[src/rtl/bnbw_pkg.sv]
`timescale 1ns / 1ps

package bnbw_pkg;

  localparam int ACC_WIDTH_DEF    = 48;
  localparam int SAMPLE_WIDTH_DEF = 16;

  localparam int CFG_IDX_W  = 3;
  localparam int CFG_DATA_W = 24;

  localparam int SCALE_W  = 16;
  localparam int MEAN_W   = 16;
  localparam int ISTD_W   = 16;
  localparam int ICNT_W   = 24;
  localparam int ECNT_W   = 21;

  localparam logic [SCALE_W-1:0] SCALE_RST = 16'd4096;
  localparam logic [MEAN_W-1:0]  MEAN_RST  = 16'd0;
  localparam logic [ISTD_W-1:0]  ISTD_RST  = 16'd256;
  localparam logic [ICNT_W-1:0]  ICNT_RST  = 24'hFFFFFF;
  localparam logic [ECNT_W-1:0]  ECNT_RST  = 21'd1;

  localparam int MUL_W      = 33;
  localparam int PROD_W     = 2 * MUL_W;
  localparam int SUM_W      = 65;
  localparam int WIDE_W     = 128;
  localparam int XHAT_W     = 32;
  localparam int COEF_W     = 56;
  localparam int BR_W       = 64;
  localparam int XHAT_SHIFT = 8;
  localparam int T_SHIFT    = 24;
  localparam int DX_SHIFT   = 44;

  typedef enum logic [2:0] {
    REG_SCALE = 3'd0,
    REG_MEAN  = 3'd1,
    REG_ISTD  = 3'd2,
    REG_ICNT  = 3'd3,
    REG_ECNT  = 3'd4
  } cfg_reg_t;

  typedef enum logic [3:0] {
    MS_NONE = 4'd0,
    MS_XH   = 4'd1,
    MS_XDY  = 4'd2,
    MS_XLO  = 4'd3,
    MS_XHI  = 4'd4,
    MS_ECDY = 4'd5,
    MS_SV   = 4'd6,
    MS_CF   = 4'd7,
    MS_CLBL = 4'd8,
    MS_CLBH = 4'd9,
    MS_CHBL = 4'd10,
    MS_CHBH = 4'd11
  } mul_sel_t;

  typedef enum logic [1:0] {
    W_HOLD  = 2'd0,
    W_LOAD  = 2'd1,
    W_ADD32 = 2'd2,
    W_ADD64 = 2'd3
  } w_op_t;

  typedef struct packed {
    logic     load;
    mul_sel_t mul_sel;
    w_op_t    w_op;
    logic     xhat_en;
    logic     acc_en;
    logic     tbr_en;
    logic     br2_en;
    logic     coef_en;
    logic     emit_sums;
    logic     emit_dx;
  } dp_cmd_t;

  typedef struct packed {
    logic req_type;
    logic last;
  } dp_sts_t;

endpackage

[src/rtl/bnbw_ctrl.sv]
`timescale 1ns / 1ps

module bnbw_ctrl (
  input  logic               clk,
  input  logic               rst_n,
  input  logic               start,
  output logic               busy,
  input  bnbw_pkg::dp_sts_t  sts,
  output bnbw_pkg::dp_cmd_t  cmd
);

  typedef enum logic [16:0] {
    ST_IDLE    = 17'b00000000000000001,
    ST_XH_MUL  = 17'b00000000000000010,
    ST_XH_RND  = 17'b00000000000000100,
    ST_XDY_MUL = 17'b00000000000001000,
    ST_ACC     = 17'b00000000000010000,
    ST_T_LO    = 17'b00000000000100000,
    ST_T_HI    = 17'b00000000001000000,
    ST_T_SUM   = 17'b00000000010000000,
    ST_TBR     = 17'b00000000100000000,
    ST_COEF    = 17'b00000001000000000,
    ST_COEF_LD = 17'b00000010000000000,
    ST_D_LL    = 17'b00000100000000000,
    ST_D_LH    = 17'b00001000000000000,
    ST_D_HL    = 17'b00010000000000000,
    ST_D_HH    = 17'b00100000000000000,
    ST_D_SUM   = 17'b01000000000000000,
    ST_DX      = 17'b10000000000000000
  } state_t;

  state_t state_r, state_nxt;

  always_ff @(posedge clk) begin
    if (!rst_n) begin
      state_r <= ST_IDLE;
    end else begin
      state_r <= state_nxt;
    end
  end

  assign busy = (state_r != ST_IDLE);

  always_comb begin
    state_nxt = state_r;
    cmd       = '0;
    unique case (state_r)
      ST_IDLE: begin
        cmd.load = start;
        if (start) begin
          state_nxt = ST_XH_MUL;
        end
      end
      ST_XH_MUL: begin
        cmd.mul_sel = bnbw_pkg::MS_XH;
        state_nxt   = ST_XH_RND;
      end
      ST_XH_RND: begin
        cmd.xhat_en = 1'b1;
        state_nxt   = sts.req_type ? ST_T_LO : ST_XDY_MUL;
      end
      ST_XDY_MUL: begin
        cmd.mul_sel = bnbw_pkg::MS_XDY;
        state_nxt   = ST_ACC;
      end
      ST_ACC: begin
        cmd.acc_en    = 1'b1;
        cmd.emit_sums = sts.last;
        state_nxt     = ST_IDLE;
      end
      ST_T_LO: begin
        cmd.mul_sel = bnbw_pkg::MS_XLO;
        state_nxt   = ST_T_HI;
      end
      ST_T_HI: begin
        cmd.mul_sel = bnbw_pkg::MS_XHI;
        cmd.w_op    = bnbw_pkg::W_LOAD;
        state_nxt   = ST_T_SUM;
      end
      ST_T_SUM: begin
        cmd.mul_sel = bnbw_pkg::MS_ECDY;
        cmd.w_op    = bnbw_pkg::W_ADD32;
        state_nxt   = ST_TBR;
      end
      ST_TBR: begin
        cmd.mul_sel = bnbw_pkg::MS_SV;
        cmd.tbr_en  = 1'b1;
        state_nxt   = ST_COEF;
      end
      ST_COEF: begin
        cmd.mul_sel = bnbw_pkg::MS_CF;
        cmd.br2_en  = 1'b1;
        state_nxt   = ST_COEF_LD;
      end
      ST_COEF_LD: begin
        cmd.coef_en = 1'b1;
        state_nxt   = ST_D_LL;
      end
      ST_D_LL: begin
        cmd.mul_sel = bnbw_pkg::MS_CLBL;
        state_nxt   = ST_D_LH;
      end
      ST_D_LH: begin
        cmd.mul_sel = bnbw_pkg::MS_CLBH;
        cmd.w_op    = bnbw_pkg::W_LOAD;
        state_nxt   = ST_D_HL;
      end
      ST_D_HL: begin
        cmd.mul_sel = bnbw_pkg::MS_CHBL;
        cmd.w_op    = bnbw_pkg::W_ADD32;
        state_nxt   = ST_D_HH;
      end
      ST_D_HH: begin
        cmd.mul_sel = bnbw_pkg::MS_CHBH;
        cmd.w_op    = bnbw_pkg::W_ADD32;
        state_nxt   = ST_D_SUM;
      end
      ST_D_SUM: begin
        cmd.w_op  = bnbw_pkg::W_ADD64;
        state_nxt = ST_DX;
      end
      ST_DX: begin
        cmd.emit_dx = 1'b1;
        state_nxt   = ST_IDLE;
      end
      default: begin
        state_nxt = ST_IDLE;
      end
    endcase
  end

endmodule

[config.mk]
export PLATFORM = sky130hd
export DESIGN_NAME = bnbw_ctrl
export DESIGN_NICKNAME = d
export VERILOG_FILES = /design/src/rtl/bnbw_pkg.sv /design/src/rtl/bnbw_ctrl.sv
export SDC_FILE = /design/constraint.sdc
export NUM_CORES = 1
export LEC_CHECK = 0
export ABC_CLOCK_PERIOD_IN_PS = 4450
export BUFFER_PORTS_ARGS = -buffer_cell sky130_fd_sc_hd__buf_2
export CORE_ASPECT_RATIO = 0.8
export CORE_MARGIN = 8
export CORE_UTILIZATION = 57
export CTS_CLUSTER_DIAMETER = 60
export DETAILED_ROUTE_END_ITERATION = 7
export HOLD_SLACK_MARGIN = 0.15
export PLACE_DENSITY = 0.82
export SLEW_MARGIN = 20
export SYNTH_ARGS = -nofsm -noshare
export SYNTH_HDL_FRONTEND = slang
export SYNTH_SLANG_ARGS = --single-unit
[constraint.sdc]
create_clock -name clk -period 4.45 [get_ports clk]
set_input_delay 0.89 -clock clk [delete_from_list [all_inputs] [get_ports clk]]
set_output_delay 0.89 -clock clk [all_outputs]
set_load 0.02 [all_outputs]
=== Word-level counts from Yosys, hierarchy flattened ===
Index checks and enable logic that the tools add are counted.

* Register bits: 17
* Bits in latches: 0
* Memory bits (writable): 0
* Memory bits (read-only): 0
* Input bits: 5
* Output and inout port bits: 15
* Logic and storage cells: 35
* Memories kept: 0

* Add/sub/neg operators: 0
* Multiply operators: 0
* Divide/modulo/power cells: 0
* Magnitude comparators: 0
* Eq/ne operators: 19
* Shifts and indexed selects: 0
* Multiplexer cells: 13
* Bitwise gates (word level): 0
* Reduce and logical (&&, ||, !) cells: 2

{| class="wikitable"
|+ Operators with widths
! kind !! number
|-
| 17-bit case mux with 15 select lines || 1
|-
| 4-bit case mux with 11 select lines || 1
|-
| 17-bit by 1-bit equality test with 1-bit output, second input constant || 1
|-
| 17-bit by 10-bit equality test with 1-bit output, second input constant || 1
|-
| 17-bit by 11-bit equality test with 1-bit output, second input constant || 1
|-
| 17-bit by 12-bit equality test with 1-bit output, second input constant || 1
|-
| 17-bit by 13-bit equality test with 1-bit output, second input constant || 1
|-
| 17-bit by 14-bit equality test with 1-bit output, second input constant || 1
|-
| 17-bit by 15-bit equality test with 1-bit output, second input constant || 1
|-
| 17-bit by 16-bit equality test with 1-bit output, second input constant || 1
|-
| 17-bit equality test, second input constant || 1
|-
| 17-bit by 2-bit equality test with 1-bit output, second input constant || 1
|-
| 17-bit by 3-bit equality test with 1-bit output, second input constant || 1
|-
| 17-bit by 4-bit equality test with 1-bit output, second input constant || 1
|-
| 17-bit by 5-bit equality test with 1-bit output, second input constant || 1
|-
| 17-bit by 6-bit equality test with 1-bit output, second input constant || 1
|-
| 17-bit by 7-bit equality test with 1-bit output, second input constant || 1
|-
| 17-bit by 8-bit equality test with 1-bit output, second input constant || 1
|-
| 17-bit by 9-bit equality test with 1-bit output, second input constant || 1
|-
| 17-bit two-way mux || 1
|-
| 17-bit by 1-bit != test with 1-bit output, second input constant || 1
|-
| 1-bit two-way mux || 8
|-
| 6-bit two-way mux || 1
|-
| 2-bit case mux with 3 select lines || 1
|-
| 3 further kinds || 3
|}

=== Longest topological paths before layout ===
Gate-level depths: netlist of the first run.

* Depth after elaboration: 3
* Depth in mapped cells: 7
* Gate-level depth less buffers: 5

=== Worst setup path after synthesis of the first run ===
No wires, ideal clock.

* Path kind: register to output
* Start point: reg state_r[1]
* End point: out cmd[9] in the netlist's numbering
* Arrival: 1.804 ns
* Required time: 3.560 ns
* Slack: 1.756 ns
* Stages on the path, launching flop included: 5
* Buffers on the path: 0
* Path through: dfxtp_1 > nor4_2 > nand4_1 > nand2b_1 > o31ai_1

{| class="wikitable"
|+ RTL lines
! item !! RTL line !! RTL
|-
| start, declared || bnbw_ctrl.sv:32 || <nowiki>state_t state_r, state_nxt;</nowiki>
|-
| start signal, assigned || bnbw_ctrl.sv:38 || <nowiki>state_r <= state_nxt;</nowiki>
|-
| end, declared || bnbw_ctrl.sv:9 || <nowiki>output bnbw_pkg::dp_cmd_t cmd</nowiki>
|}

==> results of run 1 <==
## worst max-delay path by stage
stage	cells after the start	from	to	slack (ns)
3_3_place_gp	6	state_r[1]$_SDFFE_PN0P_	cmd[10]	1.64
4_1_cts	6	state_r[1]$_SDFFE_PN0P_	cmd[10]	1.26
3_5_place_dp	6	state_r[1]$_SDFFE_PN0P_	cmd[10]	1.63
5_1_grt	6	state_r[1]$_SDFFE_PN0P_	cmd[10]	1.03
6_report	6	state_r[1]$_SDFFE_PN0P_	cmd[10]	1.24
2_1_floorplan	4	state_r[1]$_SDFFE_PN0P_	cmd[9]	1.76
## stage by stage
step / hold slack, ns / cell area, um2 / setup WS (ns) / instances
2_1_floorplan: 0.5006 / 1002 / 1.756 / 116
3_3_place_gp: 0.5394 / 1086 / 1.639 / 152
3_5_place_dp: 0.5344 / 1086 / 1.632 / 152
4_1_cts: 0.5551 / 1114 / 1.256 / 156
5_1_grt: 0.5899 / 1114 / 1.033 / 156
6_report: 0.5585 / 1114 / 1.235 / 156
## worst max-delay path, delay by kind of cell, from the launching register on
kind	cells	cell delay, ns
buffers and inverters	1	0.17
DFF	1	0.41
and+or+nand+nor	5	1.44
## Yosys cell counts, drive strengths merged
| cell type | n |
|---|---|
| dfxtp | 17 |
| nor2 | 17 |
| nor3 | 10 |
| nand2 | 6 |
| nand3b | 6 |
| nand4 | 6 |
| nand2b | 5 |
| nor4 | 5 |
| and2 | 4 |
| and4 | 4 |
| buf | 4 |
| inv | 4 |
| xor2 | 4 |
| a21oi | 3 |
| and4b | 3 |
| o21ai | 3 |
| and3 | 2 |
| nand4b | 2 |
| xnor2 | 2 |
| a211o | 1 |
| a21o | 1 |
| a31o | 1 |
| a31oi | 1 |
| clkbuf | 1 |
| nor4b | 1 |
| o21a | 1 |
| o31ai | 1 |
| o41ai | 1 |
## cell families after synthesis
group | Yosys count | synth area share
compound gates | 13 | 0.1036
xor+xnor | 6 | 0.05243
flops | 17 | 0.3396
buf+inv | 9 | 0.05367
simple gates | 71 | 0.4507
## area by class of cell
cell class,count,area [um2]
Inverter,4,15.01
Tap cell,22,27.53
Multi-Input combinational cell,90,608.1
Clock inverter,1,5.005
Timing Repair Buffer,19,95.09
Fill cell,146,529.3
Clock buffer,3,22.52
Sequential cell,17,340.3
## per-layer routing
layer | track usage | wire length [um]
met1 | 0.1805 | 1098
met2 | 0.2428 | 1142
met3 | 0.05895 | 178
met4 | 0.01887 | 27
met5 | 0 | 0
## power by group through the flow
stage	Combinational (mW)	Sequential (mW)	Clock [mW]
2_1_floorplan	0.0376	0.161	0
6_report	0.0505	0.159	0.0876
4_1_cts	0.0504	0.159	0.0893
5_1_grt	0.0551	0.160	0.0944
3_5_place_dp	0.0500	0.162	0
3_3_place_gp	0.0488	0.162	0
==> out/metrics.cfg, run 1 <==
[power_and_ir_drop]
power_mw = 0.2970
power.switching_mw = 0.09040
p_seq_frac = 0.535
leakagePower_nw = 0.4689
p_sw_frac = 0.3044
powerDensity_nw_per_um2 = 266.7
peakVddDrop_uv = 198.8
p_clk_frac = 0.295
cell_internal_pwr_mw = 0.2065
combPwrFrac = 0.170

[die]
io_pins = 20
die_height_um = 53.51
die_x_um = 62.88
start_util = 0.6101
core_area_um2 = 1643
fp-row-count = 13
dieArea_um2 = 3364

[yosys]
synth_top_area_cell = dfxtp_1
ys_seq_area_frac = 0.3396
synth_fp_nets = 121
ys_top_cells_by_area = dfxtp_1, nor2_1, nor3_1
avgSynthCellArea_um2 = 8.640
yosysWarningCount = 0
synth_area_um2 = 1002
yosysTopAreaCellShare = 0.3396
synthCells = 116
ys_ff_latch = 17
synth_cell_type_count = 36

[global_route]
grt_pass1_wl_um = 4022
antenna_found_initial = 0
grt_max_degree = 14
grt_pass1_vias = 885
overflow = 0
grt_usage = 0.1462

[layout]
largest_register_ffs = 17
nets = 140
top_regs = state_r: 17 flops
post_route_cells_drive_above_1_share = 0.2463
final_common_cell = buf_2
layout_common_cells = buf_2, nor2_1, dfxtp_1, nor3_1
top_register = state_r
syn2layout_area_growth_pct = 11.11
final_core_util = 0.6778
antenna-diode-count = 0

[flow_run]
cap_violations = 0

[clocking]
root_buffer = clkbuf_4
path_clk_slew_ns = 0.11
tritoncts = yes
ctsHoldBuffers = 0
htree_levels = 1
clock-sinks = 17
worstSkewPairLatency_ns = 0.30
cts_resized = 0
cts_setup_buffers = 0
cts_buffer_depth = 2
numCtsBuffers = 3

[setup_path]
ff2ff_setup_slack_ns = 2.29
path_class = flop to output port
r2r-end = state_r[0]$_SDFFE_PN1P_
required_ns = 3.56
cp_data_arrival_time_ns = 2.32
cp_max_fo = 7
slowest_stage = nor4_2
r2r-start = state_r[12]$_SDFFE_PN0P_
ff2ff_path_depth = 5
cpPeakStageDelay_ns = 0.48
endpoint_kind = output port
worstPathCellList = nor4_2 -> nand4_1 -> nand2b_1 -> nand2b_1 -> nand4_1 -> buf_2
critPathLaunchType = flop

[route]
remaining_drc_errors = 0
drt_iter0_drc = 44
wl_per_cell_um = 15.69
finalWirelength_um = 2447
dr.pass1.iters = 4
ant_nets = 0
via_per_inst = 6.000
vias = 936

[timing]
setup_viol = 0
period_minus_slack_ns = 3.215
rsz0062_at_grt = no
max_freq_mhz = 311.1
skew_ns = 0.0005637
final.setup.tns_ns = 0
final-hold-violation-count = 0
fin_crit_sh = 0.7224
worst_pin_slew_ns = 0.7717
drv_slew = 0
timing.slew.headroom = 0.4838

[placed_design]
dpl.hpwl_um = 1903
port_buffers = 19
gp_congestion = 0.8505

[hold_path]
min_path_type = flop to flop
hold_start = state_r[11]$_SDFFE_PN0P_
whs_endpoint = state_r[12]$_SDFFE_PN0P_
hold_depth = 2

[status]
outcome = finished, final reports clean

(Power assumes the default switching activity.)
==> run 2, diff against run 1 <==
--- a/config.mk
+++ b/config.mk
@@ -5,15 +5,15 @@
 export SDC_FILE = /design/constraint.sdc
 export NUM_CORES = 1
 export LEC_CHECK = 0
-export ABC_CLOCK_PERIOD_IN_PS = 4450
+export ABC_CLOCK_PERIOD_IN_PS = 2960
 export BUFFER_PORTS_ARGS = -buffer_cell sky130_fd_sc_hd__buf_2
 export CORE_ASPECT_RATIO = 0.8
 export CORE_MARGIN = 8
-export CORE_UTILIZATION = 57
+export CORE_UTILIZATION = 53
 export CTS_CLUSTER_DIAMETER = 60
 export DETAILED_ROUTE_END_ITERATION = 7
 export HOLD_SLACK_MARGIN = 0.15
-export PLACE_DENSITY = 0.82
+export PLACE_DENSITY = 0.77
 export SLEW_MARGIN = 20
 export SYNTH_ARGS = -nofsm -noshare
 export SYNTH_HDL_FRONTEND = slang
==> constraint.sdc (replaced) <==
create_clock -name clk -period 2.96 [get_ports clk]
set_input_delay 0.592 -clock clk [delete_from_list [all_inputs] [get_ports clk]]
set_output_delay 0.592 -clock clk [all_outputs]
set_load 0.02 [all_outputs]
==> run 2 against run 1 <==
Net effect: final area is 2.1% higher; critical endpoint is now cmd[9]; flip-flop and latch count stayed put; critical path depth is 1 lower; highest routed layer unchanged; largest cell class unchanged.
==> out/metrics.cfg, run 2 (same netlist as run 1, synthesis figures left out) <==
[die]
dieArea_um2 = 3547  ; +5.4%
io_pins = 20  ; unchanged
fp-row-count = 14  ; +1
die_height_um = 54.90  ; +2.6%
die_x_um = 64.62  ; +2.8%
core_area_um2 = 1839  ; +12%
start_util = 0.5449  ; -0.06516

[layout]
top_register = state_r
largest_register_ffs = 17  ; unchanged
top_regs = state_r: 17 flops
final_common_cell = buf_2
nets = 143  ; +2.1%
n_fill_cell = 171  ; +17%
antenna-diode-count = 0  ; unchanged
final_cells = 161  ; +3.2%
design_area_um2 = 1137  ; +2.1%
post_route_cells_drive_above_1_share = 0.2555  ; +0.009206
syn2layout_area_growth_pct = 13.48
layout_common_cells = buf_2, nor2_1, dfxtp_1, nor3_1

[global_route]
met1_usage = 0.1694  ; -0.01113
overflow = 0  ; unchanged
grt_pass1_wl_um = 3988  ; -0.85%
antenna_found_initial = 0  ; unchanged
grt.met2_usage = 0.2372  ; -0.005552
grt-busiest-layer = met2
grt_usage = 0.1442  ; -0.002014
grt_pass1_vias = 899  ; +1.6%
gr-usage-met3 = 0.06237  ; +0.003427
grt_max_degree = 14  ; unchanged

[power_and_ir_drop]
power_mw = 0.4462  ; +50%
powerDensity_nw_per_um2 = 392.3  ; +47%
leakagePower_nw = 0.4793  ; +2.2%
peakVddDrop_uv = 334.4  ; +68%

[clocking]
clock-sinks = 17  ; unchanged
tritoncts = yes
cts_setup_buffers = 0  ; unchanged
cts_resized = 0  ; unchanged
cts_buffer_depth = 2  ; unchanged
htree_levels = 1  ; unchanged
numCtsBuffers = 3  ; unchanged
root_buffer = clkbuf_4
path_clk_slew_ns = 0.09  ; -0.02 ns
worstSkewPairLatency_ns = 0.29  ; about the same
ctsHoldBuffers = 0  ; unchanged

[placed_design]
gp_congestion = 0.8300  ; -2.4%
post_dp_cell_area_um2 = 1089  ; +0.23%
port_buffers = 19  ; unchanged
place_inst = 154  ; +1.3%
dp_slack_ns = 0.4616  ; -1.170 ns
dpl.hpwl_um = 1868  ; -1.9%

[flow_run]
cap_violations = 0  ; unchanged

[timing]
drv_slew = 0  ; unchanged
worst_pin_slew_ns = 0.8081  ; +0.03649 ns
setup_viol = 0  ; unchanged
max_freq_mhz = 352.1
timing.slew.headroom = 0.4594  ; -0.02441
fin_crit_sh = 0.9594
skew_ns = 0.003605  ; +0.003041 ns
period_minus_slack_ns = 2.840
final-hold-violation-count = 0  ; unchanged
finalWorstSetupSlack_ns = 0.1202  ; -1.115 ns

[route]
finalWirelength_um = 2481  ; +1.4%
ant_nets = 0  ; unchanged
wl_per_cell_um = 15.41  ; -1.8%
drt_iter0_drc = 35  ; -20%
dr.pass1.iters = 4  ; unchanged
remaining_drc_errors = 0  ; unchanged
via_per_inst = 5.894  ; -1.8%
vias = 949  ; +1.4%

[setup_path]
crit_buf_inv = 1  ; unchanged
path_class = flop to output port
required_ns = 2.37  ; -1.19 ns
critPathLaunchType = flop
cp_data_arrival_time_ns = 2.25  ; -0.07 ns
cp_max_fo = 6  ; -1
cpPeakStageDelay_ns = 0.45  ; -0.03 ns
cp_top_family = simple AND/OR/NAND/NOR gates
endpoint_kind = output port
slowest_stage = nor4_2
worstPathCellList = nor4_2 -> nand4_1 -> nand2b_1 -> o31ai_1 -> buf_2

[hold_path]
min_path_type = primary input to flop

[status]
outcome = finished, final reports clean

==> run 2: cell types whose count changed in the layout (fill, tap and decap cells not counted), sizes merged <==
cell / before / now
buf: 19 / 22
clkbuf: 3 / 4
clkinv: 1 / 0
==> run 2: worst paths after layout <==
| kind | depth (start not counted) | slack (ns) | startpoint | to |
|---|---|---|---|---|
| hold reg to reg | 2 | 0.55 | state_r[10]$_SDFFE_PN0P_ | state_r[11]$_SDFFE_PN0P_ |
| setup reg to reg | 5 | 0.78 | state_r[12]$_SDFFE_PN0P_ | state_r[10]$_SDFFE_PN0P_ |
| hold / removal | 2 | 0.47 | sts[1] | state_r[3]$_SDFFE_PN0P_ |
| setup / recovery | 5 | 0.12 | state_r[1]$_SDFFE_PN0P_ | cmd[9] |
==> run 2: final cells by class <==
cell class,instances,area [um2],area share
repair buffers,22,117.6,0.1034
flip-flops and latches,17,340.3,0.2992
well taps,24,30.03,0.02640
multi-input cells,90,608.1,0.5347
inverters,4,15.01,0.01320
clock buffers,4,26.28,0.02310
==> run 2: where the power goes <==
group | switching, mW | internal [mW] | total, mW
Combinational | 0.0488 | 0.0349 | 0.0837
Sequential | 0.00674 | 0.232 | 0.239
Clock | 0.0709 | 0.0525 | 0.123
==> run 2: per-stage QoR <==
step                TNS [ns]  hold WS, ns    util
floorplan                  0       0.5006       -
finish                     0       0.4668  0.6184
CTS                        0       0.4504  0.6061
global route        -0.04278       0.4495  0.6184
global placement           0       0.5233  0.5918
detailed placement         0       0.5385  0.5918
==> run 2: worst register-to-register path, cell delays in order, from the launching register on <==
cell,delay (ns)
dfxtp_1,0.44
nor4_4,0.41
and4_4,0.32
nand2_4,0.07
o41ai_4,0.67
nor3_1,0.13
==> run 2: routing by layer <==
layer | routed length [um] | up-vias
li1 | - | 468
met1 | 1138 | 449
met2 | 1145 | 30
met3 | 184 | 2
met4 | 13 | 0
met5 | 0 | -
==> run 3, diff against run 2 <==
--- a/config.mk
+++ b/config.mk
@@ -5,15 +5,15 @@
 export SDC_FILE = /design/constraint.sdc
 export NUM_CORES = 1
 export LEC_CHECK = 0
-export ABC_CLOCK_PERIOD_IN_PS = 2960
+export ABC_CLOCK_PERIOD_IN_PS = 2300
 export BUFFER_PORTS_ARGS = -buffer_cell sky130_fd_sc_hd__buf_2
 export CORE_ASPECT_RATIO = 0.8
 export CORE_MARGIN = 8
-export CORE_UTILIZATION = 53
+export CORE_UTILIZATION = 48
 export CTS_CLUSTER_DIAMETER = 60
 export DETAILED_ROUTE_END_ITERATION = 7
 export HOLD_SLACK_MARGIN = 0.15
-export PLACE_DENSITY = 0.77
+export PLACE_DENSITY = 0.74
 export SLEW_MARGIN = 20
 export SYNTH_ARGS = -nofsm -noshare
 export SYNTH_HDL_FRONTEND = slang
==> constraint.sdc (replaced) <==
create_clock -name clk -period 2.3 [get_ports clk]
set_input_delay 0.46 -clock clk [delete_from_list [all_inputs] [get_ports clk]]
set_output_delay 0.46 -clock clk [all_outputs]
set_load 0.02 [all_outputs]
==> run 3 against run 2 <==
Net effect: the flow now finishes with violations (setup timing); critical path type unchanged; flip-flop and latch count stayed put; routed wire length is 72% higher; worst hold slack worse by 0.16 ns; critical path depth rose by 1; first-iteration DRC count rose to 3.3 times the previous value; critical endpoint unchanged; final area up 40%; via count grew 36%; worst setup slack worse by 0.35 ns.
==> out/metrics.cfg, run 3 (same netlist as run 1, synthesis figures left out) <==
[setup_path]
r2r-start = state_r[4]$_SDFFE_PN0P_
cp_top_family = simple AND/OR/NAND/NOR gates
cp_max_fo = 5  ; -1
ff2ff_setup_slack_ns = -0.11  ; -0.89 ns
cpPeakStageDelay_ns = 0.40  ; -0.05 ns
cp_data_arrival_time_ns = 2.07  ; -0.18 ns
critPathLaunchType = flop
slowest_stage = dfxtp_1
required_ns = 1.84  ; -0.53 ns
r2r-end = state_r[2]$_SDFFE_PN0P_
crit_buf_inv = 1  ; unchanged
path_class = flop to output port
worstPathCellList = nor2_1 -> and4_4 -> nand4_1 -> and4b_1 -> o31ai_2 -> buf_4
endpoint_kind = output port
ff2ff_path_depth = 13  ; +8

[route]
drt_iter0_drc = 116  ; +230%
finalWirelength_um = 4262  ; +72%
wl_per_cell_um = 21.74  ; +41%
vias = 1288  ; +36%
wl_met3_um = 441  ; +140%
ant_nets = 0  ; unchanged
dr.pass1.iters = 4  ; unchanged
via_per_inst = 6.571  ; +11%
top_layer_used = met4
remaining_drc_errors = 0  ; unchanged
wl_met1_um = 1612  ; +42%
dr_wl_met2_um = 1958  ; +71%

[timing]
setup_viol = 12  ; +12
drv_slew = 0  ; unchanged
max_freq_mhz = 395.5
skew_ns = 0.001707  ; -0.001898 ns
timing.slew.headroom = 0.7293  ; +0.2699
finalWorstSetupSlack_ns = -0.2286  ; -0.3489 ns
final-hold-violation-count = 0  ; unchanged
rsz0062_at_grt = yes
period_minus_slack_ns = 2.529
worst_pin_slew_ns = 0.4046  ; -0.4035 ns
fin_crit_sh = 1.099

[clocking]
worstSkewPairLatency_ns = 0.31  ; +0.02 ns
cts_buffer_depth = 2  ; unchanged
htree_levels = 1  ; unchanged
numCtsBuffers = 3  ; unchanged
root_buffer = clkbuf_4
clock-sinks = 17  ; unchanged
path_clk_slew_ns = 0.11  ; +0.02 ns
tritoncts = yes
ctsHoldBuffers = 0  ; unchanged

[placed_design]
gp_congestion = 0.8185  ; -1.4%
port_buffers = 19  ; unchanged
dpl.hpwl_um = 2043  ; +9.3%
dp_slack_ns = 0.02247  ; -0.4391 ns

[layout]
syn2layout_area_growth_pct = 59.05
post_route_cells_drive_above_1_share = 0.5291  ; +0.2736
final_common_cell = buf_4
top_register = state_r
final_core_util = 0.8273  ; +0.2089
antenna-diode-count = 0  ; unchanged
n_fill_cell = 87  ; -49%
layout_common_cells = buf_4, buf_6, nor2_1, dfxtp_1
nets = 178  ; +24%
top_regs = state_r: 17 flops
largest_register_ffs = 17  ; unchanged

[hold_path]
hold_depth = 2  ; unchanged
min_path_type = primary input to flop
whs_endpoint = state_r[3]$_SDFFE_PN0P_
hold_start = sts[1]

[power_and_ir_drop]
p_sw_frac = 0.3220  ; +0.03857
power_mw = 0.6677  ; +50%
combPwrFrac = 0.279  ; +0.091
p_seq_frac = 0.453  ; -0.083
peakVddDrop_uv = 437.5  ; +31%
power.switching_mw = 0.2150  ; +70%
powerDensity_nw_per_um2 = 418.9  ; +6.8%
cell_internal_pwr_mw = 0.4527  ; +42%
leakagePower_nw = 0.6998  ; +46%
p_clk_frac = 0.267  ; -0.010

[die]
die_height_um = 56.87  ; +3.6%
core_area_um2 = 1927  ; +4.8%
io_pins = 20  ; unchanged
die_x_um = 67.09  ; +3.8%
start_util = 0.5201  ; -0.02477
fp-row-count = 14  ; unchanged
dieArea_um2 = 3815  ; +7.6%

[global_route]
overflow = 0  ; unchanged
grt_usage = 0.1955  ; +0.05128
grt_max_degree = 14  ; unchanged
grt_pass1_wl_um = 5754  ; +44%
grt_pass1_vias = 1144  ; +27%
antenna_found_initial = 0  ; unchanged

[flow_run]
cap_violations = 0  ; unchanged

[status]
violations = setup timing
outcome = complete, but fails checks

run 3: changes by cell type in the layout (fill, tap and decap cells not counted), moves of 3 or more:
| cell | previous run | this run |
|---|---|---|
| o21ai_0 | 3 | 0 |
| dfxtp_1 | 17 | 10 |
| nor2_1 | 17 | 14 |
| buf_2 | 19 | 8 |
| dfxtp_2 | 0 | 3 |
| buf_6 | 0 | 16 |
| buf_4 | 3 | 33 |
| dfxtp_4 | 0 | 4 |
run 3: cell type report:
type | count | area, um2 | area share
Timing Repair Buffer | 57 | 467.9 | 0.2936
Clock buffer | 3 | 22.52 | 0.01413
Tap cell | 24 | 30.03 | 0.01884
Clock inverter | 1 | 7.507 | 0.004710
Multi-Input combinational cell | 90 | 691.9 | 0.4341
Sequential cell | 17 | 359.1 | 0.2253
Inverter | 4 | 15.01 | 0.009419
run 3: how the worst max path moves through the flow:
stage / startpoint / to / cells after the start
final: state_r[4]$_SDFFE_PN0P_ / cmd[9] / 6
after global routing: state_r[4]$_SDFFE_PN0P_ / cmd[9] / 6
after CTS: state_r[12]$_SDFFE_PN0P_ / cmd[9] / 6
after detailed placement: state_r[6]$_SDFFE_PN0P_ / cmd[9] / 6
after global placement: state_r[6]$_SDFFE_PN0P_ / cmd[9] / 6
after floorplan: state_r[1]$_SDFFE_PN0P_ / cmd[9] / 4
run 3: repair_timing:
| action | CTS | global route |
|---|---|---|
| setup endpoints to repair | 12 | 13 |
| setup buffers | 22 | 9 |
| resized for setup | 26 | 33 |
| pin swaps | 11 | 10 |
run 3: power groups by stage:
stage / sequential (mW) / combinational, mW / clock, mW
2_1_floorplan: 0.312 / 0.0727 / 0
3_3_place_gp: 0.311 / 0.108 / 0
3_5_place_dp: 0.312 / 0.111 / 0
4_1_cts: 0.303 / 0.150 / 0.175
5_1_grt: 0.304 / 0.193 / 0.190
6_report: 0.303 / 0.186 / 0.178
run 3: worst register-to-register path: stages, from the launching register on:
cell and delay (ns):
dfxtp_1 0.40, nor2_1 0.37, and4_4 0.35, nand4_1 0.15
buf_4 0.19, buf_6 0.11, buf_6 0.10, buf_6 0.10
buf_6 0.10, buf_6 0.11, buf_6 0.10, buf_6 0.10
buf_6 0.11, nor2_2 0.08
run 3: per-stage QoR:
step	setup TNS [ns]	cell area (um2)	instances	hold slack (ns)
6_report	-1.261	1594	196	0.3118
5_1_grt	-1.942	1594	196	0.3072
4_1_cts	-0.1480	1428	188	0.3056
3_5_place_dp	0	1149	162	0.5434
3_3_place_gp	0	1149	162	0.5351
2_1_floorplan	0	1002	116	0.5006
run 3: routing by layer:
layer,vias up,GRT usage
met1,597,0.2172
met3,41,0.06139
met5,-,0
met2,110,0.3215
li1,540,-
met4,0,0.1012
